[src/vfd_pkg.sv]
// ----------------------------------------------------------------------------
// vfd_pkg
// Types and constants of the varint frame deframer.
// ----------------------------------------------------------------------------
package vfd_pkg;

  localparam int unsigned VARINT_MAX_BYTES = 5;
  localparam int unsigned VBYTES_W         = $clog2(VARINT_MAX_BYTES + 1);
  localparam logic [VBYTES_W-1:0] VARINT_LAST = VBYTES_W'(VARINT_MAX_BYTES - 1);

  localparam logic [16:0] ADLER_MOD  = 17'd65521;
  localparam logic [15:0] ADLER_INIT = 16'd1;

  localparam int unsigned CFG_IDX_W  = 2;
  localparam int unsigned CFG_DATA_W = 32;
  localparam int unsigned OUT_DATA_W = 136;

  typedef enum logic [CFG_IDX_W-1:0] {
    CFG_MAX_MESSAGE_BYTES = 2'd0,
    CFG_MIN_ACK_ID        = 2'd1,
    CFG_MAX_ACK_ID        = 2'd2
  } cfg_idx_e;

  typedef enum logic [2:0] {
    PH_SEQ      = 3'd0,
    PH_SIZE     = 3'd1,
    PH_OPCODE   = 3'd2,
    PH_BODY     = 3'd3,
    PH_ACK      = 3'd4,
    PH_ACKCOUNT = 3'd5,
    PH_ACKLIST  = 3'd6
  } phase_e;

  typedef enum logic [2:0] {
    EV_CONSUMED = 3'd0,
    EV_PAYLOAD  = 3'd1,
    EV_MSG_OK   = 3'd2,
    EV_EMPTY    = 3'd3,
    EV_ACK      = 3'd4,
    EV_ERROR    = 3'd5,
    EV_HALTED   = 3'd6
  } event_e;

  typedef enum logic [2:0] {
    ERR_VARINT_LONG = 3'd0,
    ERR_SIZE_LARGE  = 3'd1,
    ERR_CHECKSUM    = 3'd2,
    ERR_ACK_RANGE   = 3'd3,
    ERR_ACK_ZERO    = 3'd4
  } err_e;

  typedef struct packed {
    err_e        error_kind;
    logic [31:0] acked_id;
    logic [23:0] message_length;
    logic [31:0] message_sequence;
    logic [31:0] message_opcode;
    logic [7:0]  payload_byte;
    event_e      event_res;
  } result_t;

endpackage

[src/varint_frame_deframer_unit.sv]
// ----------------------------------------------------------------------------
// varint_frame_deframer_unit
// Receive deframer: varint headers, acks, payload and Adler sum check.
// ----------------------------------------------------------------------------
// One received byte per transaction in, one result per byte out. A byte sits
// in an input register, is decoded against the frame state combinationally and
// lands in a result register, so the unit sustains one byte per clock while
// results are taken; s_axis_tready drops only while both registers are
// full and the result is not taken. Any error halts decoding until reset.
// Configuration writes take effect at once and are meant for idle periods.
module varint_frame_deframer_unit (
  input  logic                                clk_i,
  input  logic                                rst_ni,
  input  logic                                s_axis_tvalid,
  output logic                                s_axis_tready,
  input  logic [7:0]                          s_axis_tdata,   // rx_byte
  output logic                                m_axis_tvalid,
  input  logic                                m_axis_tready,
  // event_res[2:0], payload_byte[10:3], message_opcode[42:11],
  // message_sequence[74:43], message_length[98:75], acked_id[130:99],
  // error_kind[133:131], zero fill[135:134]
  output logic [vfd_pkg::OUT_DATA_W-1:0]      m_axis_tdata,
  input  logic                                cfg_we_i,
  input  logic [vfd_pkg::CFG_IDX_W-1:0]       cfg_index_i,
  input  logic [vfd_pkg::CFG_DATA_W-1:0]      cfg_wdata_i
);

  logic [23:0] max_msg_q;
  logic [31:0] min_ack_q, max_ack_q;

  logic        in_valid_q;
  logic [7:0]  in_byte_q;
  logic        out_valid_q;
  vfd_pkg::result_t res_q, res_d;

  vfd_pkg::phase_e                phase_q, phase_d;
  logic [31:0]                    vval_q, vval_d;
  logic [vfd_pkg::VBYTES_W-1:0]   vbytes_q, vbytes_d;
  logic [31:0]                    seq_q, seq_d;
  logic [23:0]                    size_q, size_d;
  logic [31:0]                    opc_q, opc_d;
  logic [24:0]                    left_q, left_d;
  logic [31:0]                    acks_q, acks_d;
  logic [15:0]                    adler_q, adler_d;
  logic [7:0]                     chk_hi_q, chk_hi_d;
  logic                           halted_q, halted_d;

  logic        advance;
  logic        cont;
  logic [31:0] placed;
  logic [31:0] vnext;
  logic [16:0] sum;
  logic        ack_ok;

  assign advance       = in_valid_q && (!out_valid_q || m_axis_tready);
  assign s_axis_tready = !in_valid_q || advance;
  assign m_axis_tvalid = out_valid_q;
  assign m_axis_tdata  = {2'b00, res_q};

  always_ff @(posedge clk_i or negedge rst_ni) begin
    if (!rst_ni) begin
      max_msg_q <= 24'd65536;
      min_ack_q <= 32'd2;
      max_ack_q <= 32'hffff_ffff;
    end else if (cfg_we_i) begin
      case (cfg_index_i)
        vfd_pkg::CFG_MAX_MESSAGE_BYTES: max_msg_q <= cfg_wdata_i[23:0];
        vfd_pkg::CFG_MIN_ACK_ID:        min_ack_q <= cfg_wdata_i;
        vfd_pkg::CFG_MAX_ACK_ID:        max_ack_q <= cfg_wdata_i;
        default: ;
      endcase
    end
  end

  always_ff @(posedge clk_i or negedge rst_ni) begin
    if (!rst_ni) begin
      in_valid_q <= 1'b0;
    end else if (s_axis_tready) begin
      in_valid_q <= s_axis_tvalid;
    end
  end

  always_ff @(posedge clk_i) begin
    if (s_axis_tvalid && s_axis_tready) begin
      in_byte_q <= s_axis_tdata;
    end
  end

  always_ff @(posedge clk_i or negedge rst_ni) begin
    if (!rst_ni) begin
      out_valid_q <= 1'b0;
    end else if (advance) begin
      out_valid_q <= 1'b1;
    end else if (m_axis_tready) begin
      out_valid_q <= 1'b0;
    end
  end

  always_ff @(posedge clk_i) begin
    if (advance) begin
      res_q <= res_d;
    end
  end

  always_ff @(posedge clk_i or negedge rst_ni) begin
    if (!rst_ni) begin
      phase_q  <= vfd_pkg::PH_SEQ;
      vval_q   <= '0;
      vbytes_q <= '0;
      seq_q    <= '0;
      size_q   <= '0;
      opc_q    <= '0;
      left_q   <= '0;
      acks_q   <= '0;
      adler_q  <= vfd_pkg::ADLER_INIT;
      chk_hi_q <= '0;
      halted_q <= 1'b0;
    end else if (advance) begin
      phase_q  <= phase_d;
      vval_q   <= vval_d;
      vbytes_q <= vbytes_d;
      seq_q    <= seq_d;
      size_q   <= size_d;
      opc_q    <= opc_d;
      left_q   <= left_d;
      acks_q   <= acks_d;
      adler_q  <= adler_d;
      chk_hi_q <= chk_hi_d;
      halted_q <= halted_d;
    end
  end

  assign cont = in_byte_q[7];

  always_comb begin
    unique case (vbytes_q)
      3'd0:    placed = {25'd0, in_byte_q[6:0]};
      3'd1:    placed = {18'd0, in_byte_q[6:0], 7'd0};
      3'd2:    placed = {11'd0, in_byte_q[6:0], 14'd0};
      3'd3:    placed = {4'd0, in_byte_q[6:0], 21'd0};
      3'd4:    placed = {in_byte_q[3:0], 28'd0};
      default: placed = '0;
    endcase
  end

  assign vnext  = vval_q | placed;
  assign ack_ok = (vnext >= min_ack_q) && (vnext <= max_ack_q);
  assign sum    = {1'b0, adler_q} + {9'd0, in_byte_q};

  always_comb begin
    phase_d  = phase_q;
    vval_d   = vval_q;
    vbytes_d = vbytes_q;
    seq_d    = seq_q;
    size_d   = size_q;
    opc_d    = opc_q;
    left_d   = left_q;
    acks_d   = acks_q;
    adler_d  = adler_q;
    chk_hi_d = chk_hi_q;
    halted_d = halted_q;
    res_d    = '0;
    res_d.event_res  = vfd_pkg::EV_CONSUMED;
    res_d.error_kind = vfd_pkg::ERR_VARINT_LONG;

    if (halted_q) begin
      res_d.event_res = vfd_pkg::EV_HALTED;
    end else if (phase_q == vfd_pkg::PH_BODY) begin
      if (left_q > 25'd2) begin
        adler_d = (sum >= vfd_pkg::ADLER_MOD) ? 16'(sum - vfd_pkg::ADLER_MOD) : sum[15:0];
        res_d.event_res    = vfd_pkg::EV_PAYLOAD;
        res_d.payload_byte = in_byte_q;
        left_d = left_q - 25'd1;
      end else if (left_q == 25'd2) begin
        chk_hi_d = in_byte_q;
        left_d   = 25'd1;
      end else begin
        left_d  = '0;
        phase_d = vfd_pkg::PH_SEQ;
        if ({chk_hi_q, in_byte_q} == adler_q) begin
          res_d.event_res      = vfd_pkg::EV_MSG_OK;
          res_d.message_opcode = opc_q;
          res_d.message_length = size_q;
        end else begin
          res_d.event_res  = vfd_pkg::EV_ERROR;
          res_d.error_kind = vfd_pkg::ERR_CHECKSUM;
        end
      end
    end else if (cont && vbytes_q == vfd_pkg::VARINT_LAST) begin
      vval_d   = '0;
      vbytes_d = '0;
      res_d.event_res  = vfd_pkg::EV_ERROR;
      res_d.error_kind = vfd_pkg::ERR_VARINT_LONG;
    end else if (cont) begin
      vval_d   = vnext;
      vbytes_d = vbytes_q + 3'd1;
    end else begin
      vval_d   = '0;
      vbytes_d = '0;
      unique case (phase_q)
        vfd_pkg::PH_SEQ: begin
          seq_d = vnext;
          if (vnext == 32'd0) begin
            phase_d = vfd_pkg::PH_ACK;
          end else if (vnext == 32'd1) begin
            phase_d = vfd_pkg::PH_ACKCOUNT;
          end else begin
            phase_d = vfd_pkg::PH_SIZE;
          end
        end
        vfd_pkg::PH_SIZE: begin
          if (vnext > {8'd0, max_msg_q}) begin
            res_d.event_res  = vfd_pkg::EV_ERROR;
            res_d.error_kind = vfd_pkg::ERR_SIZE_LARGE;
          end else begin
            size_d  = vnext[23:0];
            phase_d = vfd_pkg::PH_OPCODE;
          end
        end
        vfd_pkg::PH_OPCODE: begin
          opc_d = vnext;
          if (size_q == 24'd0) begin
            res_d.event_res      = vfd_pkg::EV_EMPTY;
            res_d.message_opcode = vnext;
            phase_d = vfd_pkg::PH_SEQ;
          end else if (({1'b0, size_q} + 25'd2) > {1'b0, max_msg_q}) begin
            res_d.event_res  = vfd_pkg::EV_ERROR;
            res_d.error_kind = vfd_pkg::ERR_SIZE_LARGE;
          end else begin
            left_d  = {1'b0, size_q} + 25'd2;
            adler_d = vfd_pkg::ADLER_INIT;
            phase_d = vfd_pkg::PH_BODY;
          end
        end
        vfd_pkg::PH_ACK: begin
          if (ack_ok) begin
            res_d.event_res = vfd_pkg::EV_ACK;
            res_d.acked_id  = vnext;
            phase_d = vfd_pkg::PH_SEQ;
          end else begin
            res_d.event_res  = vfd_pkg::EV_ERROR;
            res_d.error_kind = vfd_pkg::ERR_ACK_RANGE;
          end
        end
        vfd_pkg::PH_ACKCOUNT: begin
          if (vnext == 32'd0) begin
            res_d.event_res  = vfd_pkg::EV_ERROR;
            res_d.error_kind = vfd_pkg::ERR_ACK_ZERO;
          end else begin
            acks_d  = vnext;
            phase_d = vfd_pkg::PH_ACKLIST;
          end
        end
        vfd_pkg::PH_ACKLIST: begin
          if (ack_ok) begin
            res_d.event_res = vfd_pkg::EV_ACK;
            res_d.acked_id  = vnext;
            acks_d = acks_q - 32'd1;
            if (acks_q == 32'd1) begin
              phase_d = vfd_pkg::PH_SEQ;
            end
          end else begin
            res_d.event_res  = vfd_pkg::EV_ERROR;
            res_d.error_kind = vfd_pkg::ERR_ACK_RANGE;
          end
        end
        default: ;
      endcase
    end

    if (res_d.event_res == vfd_pkg::EV_ERROR) begin
      halted_d = 1'b1;
    end
    res_d.message_sequence = seq_d;
  end

  a_halt_sticky: assert property (@(posedge clk_i) disable iff (!rst_ni)
    advance && halted_q |=> res_q.event_res == vfd_pkg::EV_HALTED && halted_q)
    else $error("halted unit produced a non-halted result");

  a_error_halts: assert property (@(posedge clk_i) disable iff (!rst_ni)
    advance && res_d.event_res == vfd_pkg::EV_ERROR |=> halted_q)
    else $error("error did not halt the unit");

  a_body_count: assert property (@(posedge clk_i) disable iff (!rst_ni)
    phase_q == vfd_pkg::PH_BODY |-> left_q != 25'd0)
    else $error("body phase with no bytes left");

  a_adler_range: assert property (@(posedge clk_i) disable iff (!rst_ni)
    {1'b0, adler_q} < vfd_pkg::ADLER_MOD)
    else $error("running sum out of modular range");

  a_varint_len: assert property (@(posedge clk_i) disable iff (!rst_ni)
    vbytes_q <= vfd_pkg::VARINT_LAST)
    else $error("varint byte count overrun");

  a_hold_result: assert property (@(posedge clk_i) disable iff (!rst_ni)
    out_valid_q && !m_axis_tready |=> $stable(res_q) && out_valid_q)
    else $error("stalled result changed");

endmodule

[config.mk]
export PLATFORM = sky130hd
export DESIGN_NAME = varint_frame_deframer_unit
export DESIGN_NICKNAME = d
export VERILOG_FILES = /design/src/vfd_pkg.sv /design/src/varint_frame_deframer_unit.sv
export SDC_FILE = /design/constraint.sdc
export NUM_CORES = 1
export LEC_CHECK = 0
export ABC_AREA = 1
export BUFFER_PORTS_ARGS = -buffer_cell sky130_fd_sc_hd__clkbuf_2
export CORE_MARGIN = 4
export CORE_UTILIZATION = 55
export DETAILED_ROUTE_END_ITERATION = 16
export PLACE_DENSITY = 0.74
export SETUP_SLACK_MARGIN = 0.5
export SLEW_MARGIN = 25
export SYNTH_ARGS = -nofsm -noshare
export SYNTH_HDL_FRONTEND = slang
export SYNTH_SLANG_ARGS = --single-unit
[constraint.sdc]
create_clock -name clk_i -period 6.2 [get_ports clk_i]
set_clock_uncertainty 0.1 [all_clocks]
set_input_delay 0.62 -clock clk_i [delete_from_list [all_inputs] [get_ports clk_i]]
set_output_delay 0.62 -clock clk_i [all_outputs]
set_load 0.1 [all_outputs]
==> flow_metrics.env, run 1 <==
export IMPL_status="finished clean"
export IMPL_hp_class="input pin to register"
export IMPL_synth_edf_count=142
export IMPL_clkSinkCount=440
export IMPL_drc=0
export IMPL_avgSynthCellArea_um2=8.268
export IMPL_num_antenna_cells=0
export IMPL_crit_chain="ha_1, ha_1, a21oi_1, inv_1, ha_1, nand4_1, nor4_1, nand2_1, nand3_1, nand2_1, nand2_1, nand2_4, inv_2, o21ai_0"
export IMPL_async_flop_share_pct=67.73
export IMPL_wl_met3_um=5612
export IMPL_setup_violations=0
export IMPL_reg2reg_slack_ns=1.27
export IMPL_tns_ns=0
export IMPL_total_power_mw=7.401
export IMPL_place_congestion=1.022
export IMPL_cp_startpoint="vbytes_q[0]"
export IMPL_dieWidth_um=215.7
export IMPL_dr_pass1_iters=6
export IMPL_cp_arrival_ns=5.27
export IMPL_slew_viol_final=0
export IMPL_r2r_end="acks_q[1]"
export IMPL_worst_setup_path_end_kind="register"
export IMPL_drive_above_1_share_pct=11.63
export IMPL_fmax_mhz=202.6
export IMPL_ys_seq_area_share_pct=49.60
export IMPL_grt_pass1_vias=19390
export IMPL_route_met2_wl_um=31120
export IMPL_wirelength_um=69130
export IMPL_whs_ns=0.1010
export IMPL_yosys_area_top_type="dfrtp_1"
export IMPL_cp_start_kind="register"
export IMPL_p_leak_nw=12.95
export IMPL_syn_area_mm2=0.02372
export IMPL_vias_per_cell=5.629
export IMPL_min_path_cells=1
export IMPL_via_count=20520
export IMPL_netlist_instances=2869
export IMPL_tightest_slew_ns=1.155
export IMPL_cp_data_required_time_ns=6.53
export IMPL_drv_cap=0
export IMPL_slowest_stage="a21oi_1"
export IMPL_wl_met1_um=29700
export IMPL_hp_start="s_axis_tdata[1]"
export IMPL_synth_area_top_cells="dfrtp_1 28%, edfxtp_1 18%, nand2_1 12%, ha_1 7.0%, inv_1 6.1%"
export IMPL_area_delta_synth_final_pct=12.46
export IMPL_worst_path_dominant_cell_family="simple AND/OR/NAND/NOR gates"
export IMPL_ir_worst_vdd_v=0.0002350
export IMPL_rows=75
export IMPL_finalHoldViolCount=0
export IMPL_yosys_area_top_type_share_pct=27.74
export IMPL_wire_per_inst_um=18.96
export IMPL_rr_worst_depth=14
export IMPL_overflow=0
export IMPL_ys_ff_latch=440
export IMPL_dieHeight_um=215.7
export IMPL_period_needed_ns=4.935
export IMPL_dpl_cell_area_mm2=0.02520
export IMPL_crit_cells=14
export IMPL_gr_usage_all_layers_pct=29.25
export IMPL_critical_path_class="register to register"
export IMPL_drtAntennaViolNets=0
export IMPL_grt_pass1_wl_um=108300
export IMPL_cp_max_fo=38
export IMPL_cts_tree="built"
export IMPL_post_cts_buffers=0
export IMPL_path_buf_inv=2
export IMPL_design_area_mm2=0.02668
export IMPL_grt_max_degree=144
export IMPL_path_clk_slew_ns=0.06
export IMPL_rsz0062_at_grt="no"
export IMPL_reg2reg_from="vbytes_q[0]"
export IMPL_slowest_delay_ns=0.84
export IMPL_core_mm2=0.04232
export IMPL_slew_headroom_pct=22.30
export IMPL_antenna_found_initial=2
export IMPL_cts_made_buffers=45
export IMPL_yosys_warnings=0
export IMPL_synth_ff_type="dfrtp_1"
export IMPL_dp_hpwl_um=50030
export IMPL_fillCellCount=3632
export IMPL_root_buffer="clkbuf_16"
export IMPL_powerDensity_mw_per_mm2=277.4
export IMPL_utilization_pct=63.04
export IMPL_clockBufferDepth=3
export IMPL_pin_count=185
export IMPL_h_tree_depth=2
export IMPL_min_to="in_byte_q[1]"
export IMPL_fin_nets=3212
export IMPL_start_util_pct=56.05
export IMPL_drtIter0Drc=2314
export IMPL_die_area_mm2=0.04652
export IMPL_port_buffers=182
export IMPL_min_period_over_period_pct=79.60
export IMPL_synthDistinctLibCells=50
export IMPL_top_layer="met4"
export IMPL_clkLatencyLatePin_ns=0.60
cells in the mapped netlist, drive strengths merged, types with 7 or more instances:
library cell	number
a21oi	108
buf	23
clkbuf	72
dfrtp	263
dfstp	35
edfxtp	142
ha	132
inv	394
nand2	743
nand3	123
nand4	46
nor2	256
nor3	26
nor4	16
o21ai	320
o21bai	7
o22ai	23
o31ai	34
or2	12
xnor2	7
xor2	49
flip-flops by register name (all words and copies together), names as in the netlist:
name and flops:
in_byte_q 8, seq_q 32, size_q 24, phase_q 3
halted_q 1, min_ack_q 32, max_ack_q 32, acks_q 32
chk_hi_q 8, adler_q 16, vbytes_q 3, in_valid_q 1
left_q 25, opc_q 32, max_msg_q 24, m_axis_tvalid 1
vval_q 32, m_axis_tdata 134
metal layers:
layer  vias to the layer above  GRT usage (%)
met3                       148          4.866
met2                       877          45.65
met1                      9788          41.53
met4                         0          10.82
met5                         -              0
li1                       9710              -
cell type report:
class                           count  area (µm²)  area share, %
Clock buffer                       67        1289          4.831
Tap cell                          577       721.9          2.706
Clock inverter                     17       161.4         0.6050
Sequential cell                   440       11770          44.10
Multi-Input combinational cell   1938       10090          37.84
Inverter                          397        1495          5.605
Timing Repair Buffer              210        1150          4.310
cells in the final DEF (no fill, tap or decap), drive strengths merged, types with 7 or more instances in the layout:
cell type and count:
nand2 743, xnor2 7, ha 132, o21bai 7
buf 28, o21ai 320, nand4 46, o22ai 23
clkinv 15, or2 12, dfrtp 263, nor2 256
edfxtp 142, clkbuf 248, inv 397, o31ai 34
nor3 26, xor2 49, dfstp 35, a21oi 108
nor4 16, nand3 123
report_power, final:
group | switching [mW] | internal [mW] | leakage, nW
combinational | 1.14 | 0.237 | 7.15
clock | 1.17 | 1.53 | 0.716
sequential | 0.0899 | 3.24 | 5.08
worst register-to-register path, cell delays in order, from the launching register on:
cell	delay [ns]
dfrtp_1	0.42
ha_1	0.22
ha_1	0.33
a21oi_1	0.84
inv_1	0.33
ha_1	0.40
nand4_1	0.16
nor4_1	0.39
nand2_1	0.11
nand3_1	0.20
nand2_1	0.13
nand2_1	0.13
nand2_4	0.20
inv_2	0.61
o21ai_0	0.21
worst max path at each step:
stage	to	slack (ns)
2_1_floorplan	m_axis_tdata[0]	2.47
3_3_place_gp	acks_q[26]	1.41
3_5_place_dp	acks_q[1]	1.30
4_1_cts	acks_q[1]	1.28
5_1_grt	left_q[23]	1.03
6_report	acks_q[1]	1.27
kinds of logic after synthesis:
kind of cell	Yosys count	share of synthesized area (%)
simple gates	1231	21.36
buf+inv	492	8.054
other cells	1	0.01581
flops	440	49.60
fa+ha+maj	133	7.047
xor+xnor	56	2.068
compound gates	516	11.86
stage by stage:
stage	setup WS, ns	std cells
2_1_floorplan	2.472	2870
3_3_place_gp	1.415	3561
3_5_place_dp	1.303	3561
4_1_cts	1.280	3646
5_1_grt	1.028	3646
6_report	1.265	3646
timing repair:
| action | in CTS | in global routing |
|---|---|---|
| endpoints found under the hold margin | 24 | 0 |
| hold buffers | 1 | 0 |
| gates resized for setup | 0 | 0 |
(Power assumes the default switching activity.)
==> inputs of run 2 (changes only) <==
--- a/config.mk
+++ b/config.mk
@@ -10,7 +10,7 @@
 export CORE_MARGIN = 4
 export CORE_UTILIZATION = 55
 export DETAILED_ROUTE_END_ITERATION = 16
-export PLACE_DENSITY = 0.74
+export PLACE_DENSITY = 0.77
 export SETUP_SLACK_MARGIN = 0.5
 export SLEW_MARGIN = 25
 export SYNTH_ARGS = -nofsm -noshare
==> constraint.sdc (replaced) <==
create_clock -name clk_i -period 4.28 [get_ports clk_i]
set_clock_uncertainty 0.1 [all_clocks]
set_input_delay 0.428 -clock clk_i [delete_from_list [all_inputs] [get_ports clk_i]]
set_output_delay 0.428 -clock clk_i [all_outputs]
set_load 0.1 [all_outputs]
==> run 2 against run 1 <==
Non-clock buffer count up 88. Largest cell class unchanged. Critical path depth grew 13. Die area unchanged. Sequential power rose by 45%. Setup slack lost 0.63 ns. Sequential cell count unchanged. Largest power group unchanged. Total power increased by 48%. Global-route usage is 0.53 points higher. Via count increased by 1.7%. Utilization rose by 2.9 points.
==> flow_metrics.env, run 2 (synthesis gave the netlist of run 1 again) <==
export IMPL_status="finished clean"
export IMPL_drtAntennaViolNets=0
export IMPL_dieHeight_um=215.7
export IMPL_rsz0062_at_grt="yes"
export IMPL_hp_class="input pin to register"
export IMPL_fin_nets=3303
export IMPL_clockBufferDepth=3
export IMPL_min_path_cells=3
export IMPL_fmax_mhz=274.0
export IMPL_drc=0
export IMPL_dieWidth_um=215.7
export IMPL_dr_pass1_iters=6
export IMPL_critical_path_class="register to register"
export IMPL_ir_worst_vdd_v=0.0003688
export IMPL_gr_usage_all_layers_pct=29.78
export IMPL_dp_hpwl_um=51070
export IMPL_slew_viol_final=0
export IMPL_fillCellCount=3538
export IMPL_design_area_mm2=0.02790
export IMPL_cp_start_kind="register"
export IMPL_dpl_cell_area_mm2=0.02546
export IMPL_port_buffers=182
export IMPL_slew_headroom_pct=35.63
export IMPL_antenna_found_initial=2
export IMPL_pin_count=185
export IMPL_start_util_pct=56.05
export IMPL_min_period_over_period_pct=85.27
export IMPL_cp_data_required_time_ns=4.66
export IMPL_final_cell_mix="714 x nand2_1, 383 x inv_1, 262 x o21ai_0"
export IMPL_wire_per_inst_um=18.91
export IMPL_rows=75
export IMPL_period_needed_ns=3.649
export IMPL_vias_per_cell=5.583
export IMPL_hp_start="cfg_wdata_i[8]"
export IMPL_cp_max_fo=5
export IMPL_drive_above_1_share_pct=15.21
export IMPL_clkLatencyLatePin_ns=0.60
export IMPL_rr_worst_depth=27
export IMPL_clkSinkCount=440
export IMPL_whs_ns=0.02218
export IMPL_total_power_mw=10.93
export IMPL_grt_max_degree=125
export IMPL_reg2reg_slack_ns=0.63
export IMPL_die_area_mm2=0.04652
export IMPL_num_antenna_cells=0
export IMPL_worst_setup_path_end_kind="register"
export IMPL_cts_tree="built"
export IMPL_finalHoldViolCount=0
export IMPL_core_mm2=0.04232
export IMPL_min_to="max_ack_q[8]"
export IMPL_area_delta_synth_final_pct=17.62
export IMPL_r2r_end="adler_q[9]"
export IMPL_reg2reg_from="size_q[1]"
export IMPL_largest_register_ffs=134
export IMPL_setup_violations=0
export IMPL_wirelength_um=70710
export IMPL_place_congestion=1.011
export IMPL_powerDensity_mw_per_mm2=391.8
export IMPL_path_clk_slew_ns=0.06
export IMPL_grt_pass1_wl_um=110500
export IMPL_h_tree_depth=2
export IMPL_via_count=20870
export IMPL_grt_pass1_vias=19910
export IMPL_p_leak_nw=13.47
export IMPL_cts_made_buffers=47
export IMPL_overflow=0
export IMPL_drv_cap=0
export IMPL_drtIter0Drc=2180
export IMPL_root_buffer="clkbuf_16"
export IMPL_cp_arrival_ns=4.03
export IMPL_layout_commonest_cell="nand2_1"
export IMPL_tns_ns=0
export IMPL_tightest_slew_ns=0.9567
## run 2: changes by cell type in the layout (fill, tap and decap cells not counted), moves of 6 or more
cell	before	now
o21ai_0	284	262
buf_4	25	71
nand2_2	4	26
nand3_2	0	7
o21ai_1	27	39
nor2_1	253	246
o21ai_2	9	18
clkbuf_16	45	51
nand2_1	738	714
dlygate4sd3_1	1	34
nand3_1	120	114
## run 2: power breakdown
part / leakage [nW] / switching (mW) / internal, mW
Sequential: 5.07 / 0.135 / 4.69
Clock: 0.764 / 1.74 / 2.29
Combinational: 7.63 / 1.68 / 0.378
Total: 13.5 / 3.56 / 7.37
## run 2: per-stage QoR
| step | worst slack, ns | std cells | util (%) |
|---|---|---|---|
| 6_report | 0.6306 | 3739 | 65.92 |
| 3_3_place_gp | 0.3678 | 3592 | 60.14 |
| 4_1_cts | 0.5066 | 3725 | 64.94 |
| 2_1_floorplan | 0.5520 | 2870 | - |
| 3_5_place_dp | 0.2093 | 3592 | 60.16 |
| 5_1_grt | 0.3736 | 3739 | 65.92 |
## run 2: worst max-delay path, cell delays in order, from the launching register on
cell,delay [ns]
dfrtp_1,0.39
ha_2,0.22
nand2_2,0.07
nor2_4,0.13
nand3_2,0.08
inv_2,0.07
nand2_2,0.06
nor2_2,0.11
nand3_1,0.14
buf_4,0.17
nor2_1,0.07
or2_2,0.12
inv_1,0.05
ha_1,0.28
nand2_2,0.07
nor4_4,0.28
nand2_1,0.09
nand2_1,0.06
nand2_1,0.06
nand2_2,0.08
nand2_2,0.06
nand2_2,0.09
nand2_4,0.11
nand4_1,0.13
buf_4,0.15
clkinvlp_4,0.17
nand3_2,0.11
o21ai_2,0.05
## run 2: worst max-delay path by stage
stage                   from         endpoint  slack, ns
3_3_place_gp       size_q[1]      adler_q[12]       0.37
3_5_place_dp       size_q[1]        left_q[1]       0.21
4_1_cts            size_q[1]       adler_q[9]       0.51
5_1_grt            size_q[1]       adler_q[9]       0.37
2_1_floorplan  m_axis_tvalid  m_axis_tdata[0]       0.55
6_report           size_q[1]       adler_q[9]       0.63
## run 2: metal layers
metal / global-route usage, % / up-vias / routed length, µm
met5: 0 / - / 13
met4: 8.611 / 2 / 1932
met3: 5.077 / 135 / 6125
met2: 47.49 / 916 / 32840
met1: 42.32 / 9923 / 29790
li1: - / 9897 / -
## run 2: final cells by class
type | count | area [µm²] | share of cell area [%]
inverters | 397 | 1509 | 5.408
clock buffers | 69 | 1401 | 5.023
repair buffers | 298 | 1997 | 7.157
well taps | 577 | 721.9 | 2.588
clock inverters | 19 | 147.6 | 0.5292
flip-flops and latches | 440 | 11770 | 42.18
multi-input cells | 1938 | 10350 | 37.09
repair inverters | 1 | 7.507 | 0.02691
## run 2: repair_timing
action	CTS	global route
resized for setup	11	92
pin swaps	3	25
hold buffers	34	0
hold endpoints to repair	155	0
buffers inserted	10	10
endpoints found under the setup margin	42	135
cloned	1	3
